===== src/rtl/core/circle_from_three_points_assert.svh =====
// Assertion macros for the circle pipeline RTL, used by the queue (cftp_fifo).
// They expect clk_i and rst_ni to be visible where they are used.
`ifndef CIRCLE_FROM_THREE_POINTS_ASSERT_SVH
`define CIRCLE_FROM_THREE_POINTS_ASSERT_SVH

// The condition must never hold at a clock edge.
`define CFTP_ASSERT_NEVER(lbl, cond, msg) \
  lbl: assert property (@(posedge clk_i) disable iff (!rst_ni) !(cond)) else $error(msg);

// When pre holds, post must hold in the following cycle.
`define CFTP_ASSERT_NEXT(lbl, pre, post, msg) \
  lbl: assert property (@(posedge clk_i) disable iff (!rst_ni) (pre) |=> (post)) else $error(msg);

`endif


===== src/rtl/core/cftp_fifo.sv =====
// ----------------------------------------------------------------------------
// cftp_fifo
// Short register queue between the classifying front end and the back end.
// ----------------------------------------------------------------------------
`timescale 1ns / 1ps
`default_nettype none
`include "circle_from_three_points_assert.svh"

module cftp_fifo #(
  parameter int WIDTH = 8,
  parameter int DEPTH = 4
) (
  input  wire logic             clk_i,
  input  wire logic             rst_ni,
  input  wire logic             push_i,
  input  wire logic [WIDTH-1:0] data_i,
  input  wire logic             pop_i,
  output logic      [WIDTH-1:0] data_o,
  output logic                  full_o,
  output logic                  empty_o
);
  localparam int AW = (DEPTH > 1) ? $clog2(DEPTH) : 1;

  logic [WIDTH-1:0] mem_q [DEPTH];
  logic [AW-1:0]    wr_q, wr_d, rd_q, rd_d;
  logic [AW:0]      cnt_q, cnt_d;

  assign full_o  = (cnt_q == (AW+1)'(DEPTH));
  assign empty_o = (cnt_q == '0);
  assign data_o  = mem_q[rd_q];

  always_comb begin
    wr_d  = wr_q;
    rd_d  = rd_q;
    cnt_d = cnt_q;
    if (push_i) begin
      wr_d = (wr_q == AW'(DEPTH - 1)) ? '0 : wr_q + 1'b1;
    end
    if (pop_i) begin
      rd_d = (rd_q == AW'(DEPTH - 1)) ? '0 : rd_q + 1'b1;
    end
    if (push_i && !pop_i) begin
      cnt_d = cnt_q + 1'b1;
    end else if (!push_i && pop_i) begin
      cnt_d = cnt_q - 1'b1;
    end
  end

  always_ff @(posedge clk_i or negedge rst_ni) begin
    if (!rst_ni) begin
      wr_q  <= '0;
      rd_q  <= '0;
      cnt_q <= '0;
    end else begin
      wr_q  <= wr_d;
      rd_q  <= rd_d;
      cnt_q <= cnt_d;
    end
  end

  always_ff @(posedge clk_i) begin
    if (push_i) begin
      mem_q[wr_q] <= data_i;
    end
  end

  `CFTP_ASSERT_NEVER(a_no_overflow, push_i && full_o && !pop_i, "queue overflow")
  `CFTP_ASSERT_NEVER(a_no_underflow, pop_i && empty_o, "queue underflow")
  `CFTP_ASSERT_NEXT(a_cnt_up, push_i && !pop_i, cnt_q == $past(cnt_q) + 1'b1, "count slip")

endmodule

`default_nettype wire


===== config.mk =====
export PLATFORM = sky130hd
export DESIGN_NAME = cftp_fifo
export DESIGN_NICKNAME = d
export VERILOG_FILES = /design/src/rtl/core/cftp_fifo.sv
export VERILOG_INCLUDE_DIRS = /design/src /design/src/rtl/core
export SDC_FILE = /design/constraint.sdc
export NUM_CORES = 1
export LEC_CHECK = 0
export BUFFER_PORTS_ARGS = -buffer_cell sky130_fd_sc_hd__buf_4
export CORE_MARGIN = 1
export CORE_UTILIZATION = 50
export DETAILED_ROUTE_END_ITERATION = 8
export MAX_ROUTING_LAYER = met4
export PLACE_DENSITY = 0.84
export SLEW_MARGIN = 30
export SYNTH_ARGS = -nofsm -noshare
export SYNTH_HDL_FRONTEND = slang
export SYNTH_SLANG_ARGS = --single-unit

===== constraint.sdc =====
create_clock -name clk_i -period 1.5 [get_ports clk_i]
set_clock_uncertainty 0.1 [all_clocks]
set_input_delay 0.3 -clock clk_i [delete_from_list [all_inputs] [get_ports clk_i]]
set_output_delay 0.3 -clock clk_i [all_outputs]
set_load 0.01 [all_outputs]

==> reports/qor.yml <==
drt:
  post_drt_via_cell_ratio: 5.03
  drtPass1Iterations: 4
  ant_nets: 0
  routed_wl_um: 2670
  dr.first_iter.drc_count: 18
  drt-wirelength-per-cell_um: 16.6
  vias: 810
  drc: 0
setup_path:
  timing.rr.start: "cnt_q[1]$_DFFE_PN0P_"
  end_kind: "primary output"
  worstSetupPathType: "reg -> out"
  crit_slowest_cell: "mux4_2"
  start_kind: "register"
  slowest_delay_ns: 0.51
  cpMostUsedCell: "buf_6"
  rrSetupSlack_ns: 0.05
  critPathRequiredTime_ns: 1.10
  reg2regPathDepth: 4
  worstPathMaxFanout: 5
  arrival_ns: 1.58
  worstPathCellList: "buf_6, mux4_2, buf_6"
  r2r-end: "cnt_q[2]$_DFFE_PN0P_"
timing:
  tightestPinTransition_ns: 0.258
  fin_crit_ns: 1.98
  hold_viol: 0
  rsz0062_at_grt: "yes"
  drv_slew: 0
  setup_viol: 10
  hold_slack_ns: 0.0539
  setup_slack_ns: -0.479
  fmax_mhz: 505
  finalCritPeriodShare: 1.32
  relSlewSlack: 0.828
place:
  hpwl_um: 1770
  port-buffer-count: 21
  gp_routability_congestion: 0.737
  post-place-ws_ns: -0.157
  place_area_um2: 1890
final_layout:
  nFillCells: 187
  antennaDiodeCount: 0
  final_nets: 137
  finalInstanceArea_um2: 2070
  layout-drive-gt1-share: 0.504
  areaGrowthSynthToFinish_pct: 31.9
synth:
  synth_area_um2: 1570
  postSynthAreaPerCell_um2: 19.9
  seq_area_frac_synth: 0.724
  synth-seq-cells: 39
  ys_warn_count: 0
  synth_cell_types: 18
  syn_nets: 98
  synth_top_cell_area_share: 0.612
  synth_cells: 79
  synth_area_leaders: "edfxtp_1, mux4_2, dfrtp_1"
  yosysTopAreaCell: "edfxtp_1"
min_path:
  min-delay-start: "data_i[0]"
  min_delay_worst_endpoint: "mem_q[3][0]$_DFFE_PP_"
  holdPathStages: 1
  min_path_type: "in -> reg"
power_and_ir_drop:
  powerDensity_nw_per_um2: 1810
  finalPower_mw: 3.76
  vdd_drop_max_v: 0.000956
  leakagePower_nw: 0.786
floorplanning:
  io_pins: 22
  core_area_um2: 2880
  fp-row-count: 19
  start_util: 0.546
  die_h_um: 58.0
  dieArea_um2: 3370
  die_w_um: 58.0
global_route:
  grt_pass1_wl_um: 4190
  grt_pass1_vias: 872
  grt_start_max_net_pins: 13
  antenna_found_initial: 0
  globalRouteOverflowTotal: 0
  grt_use_total: 0.186
clock_tree:
  cts_root_buffer: "clkbuf_4"
  path_clk_slew_ns: 0.11
  insertion_delay_ns: 0.34
  tritoncts: "built"
  cts_sinks: 39
  clock_path_buffers: 2
  numCtsBuffers: 5
  htree_levels: 2
run_status:
  status: "complete, but fails checks"
  violations: "negative setup slack"
job:
  maxCapViolations: 0
==> Yosys cell counts <==
cell / instances
buf_6: 1
nor2_1: 2
ha_1: 6
fa_1: 1
mux2_2: 3
dfrtp_1: 7
nor3_1: 1
nor3b_1: 1
xor2_1: 2
nand3_1: 1
inv_1: 5
and2_1: 4
nand2_1: 1
buf_2: 1
edfxtp_1: 32
o21ai_0: 2
mux4_2: 8
xnor2_1: 1
==> kinds of logic (layout without fill, tap and decap cells) <==
| logic type | count (synthesis) | in the layout | share of synthesized area |
|---|---|---|---|
| adders and majority gates | 7 | 7 | 0.0606 |
| AOI/OAI and AO/OA | 2 | 2 | 0.00637 |
| and+or+nand+nor | 10 | 10 | 0.0343 |
| muxes | 11 | 11 | 0.136 |
| xor gates and xnor gates | 3 | 3 | 0.0167 |
| buffers and inverters | 7 | 47 | 0.0223 |
| DFF | 39 | 39 | 0.724 |
==> layout make-up <==
cell class              count  area, µm²  area share
clock buffers               5       37.5      0.0181
clock inverters             3       38.8      0.0187
inverters                   5       18.8     0.00906
multi-input cells          33        438       0.211
flip-flops and latches     39       1140       0.550
well taps                  42       52.6      0.0254
repair buffers             34        345       0.167
==> layout by cell type, fill, tap and decap left out <==
| cell type | Yosys | final |
|---|---|---|
| nor2_1 | 2 | 1 |
| dlygate4sd3_1 | 0 | 1 |
| buf_4 | 0 | 19 |
| buf_6 | 1 | 10 |
| xor2_2 | 0 | 1 |
| clkbuf_4 | 0 | 5 |
| edfxtp_1 | 32 | 32 |
| nor3_2 | 0 | 1 |
| nand3_1 | 1 | 1 |
| dfrtp_2 | 0 | 3 |
| nor2_2 | 0 | 1 |
| xor2_1 | 2 | 1 |
| buf_12 | 0 | 4 |
| mux2_2 | 3 | 2 |
| mux4_2 | 8 | 8 |
| bufinv_16 | 0 | 1 |
| dfrtp_1 | 7 | 4 |
| nor3b_2 | 0 | 1 |
| fa_2 | 0 | 1 |
| ha_4 | 0 | 1 |
| and2_1 | 4 | 4 |
| clkinv_1 | 0 | 1 |
| mux2_4 | 0 | 1 |
| inv_1 | 5 | 5 |
| xnor2_1 | 1 | 1 |
| ha_1 | 6 | 5 |
| nand2_1 | 1 | 1 |
| clkinv_2 | 0 | 1 |
| o21ai_0 | 2 | 2 |
==> critical path: cells and delay by family, from the launching register on <==
family                 cells  cell delay [ns]
multiplexers               1             0.51
buffers and inverters      2             0.30
flip-flops                 1             0.43
==> stage by stage <==
stage / std cells / util / TNS (ns)
4_1_cts: 161 / 0.709 / -3.95
5_1_grt: 161 / 0.720 / -4.36
2_1_floorplan: 79 / - / 0
3_3_place_gp: 150 / 0.657 / -0.587
3_5_place_dp: 150 / 0.657 / -0.914
6_report: 161 / 0.720 / -3.78
==> repair_timing <==
item,in CTS,in global routing
setup endpoints to repair,10,12
setup buffers,2,0
pin swaps,2,4
resized for setup,13,7
endpoints found under the hold margin,7,0
hold buffers,1,0
==> state kept, by name, indices dropped and copies added, names as in the netlist <==
| signal | count |
|---|---|
| mem_q | 32 |
| rd_q | 2 |
| wr_q | 2 |
| cnt_q | 3 |
==> how the worst max path moves through the flow <==
stage	start	slack, ns	endpoint
5_1_grt	rd_q[0]$_DFFE_PN0P_	-0.54	data_o[5]
2_1_floorplan	pop_i	0.03	cnt_q[2]$_DFFE_PN0P_
3_5_place_dp	pop_i	-0.16	cnt_q[2]$_DFFE_PN0P_
6_report	rd_q[0]$_DFFE_PN0P_	-0.48	data_o[4]
4_1_cts	rd_q[0]$_DFFE_PN0P_	-0.50	data_o[4]
3_3_place_gp	pop_i	-0.08	cnt_q[2]$_DFFE_PN0P_
==> power breakdown <==
group	internal [mW]	switching, mW	total (mW)
sequential	1.43	0.185	1.62
clock	0.343	0.316	0.658
combinational	0.908	0.574	1.48
total	2.68	1.08	3.76
==> metal layers <==
layer | vias to the layer above | share of wire | track usage
met5 | - | 0 | -
met4 | 0 | 0.022 | 0.0952
met3 | 7 | 0.033 | 0.0402
met2 | 20 | 0.55 | 0.317
met1 | 404 | 0.40 | 0.206
li1 | 379 | - | -
Note: power is estimated with default switching activity, not from simulation.
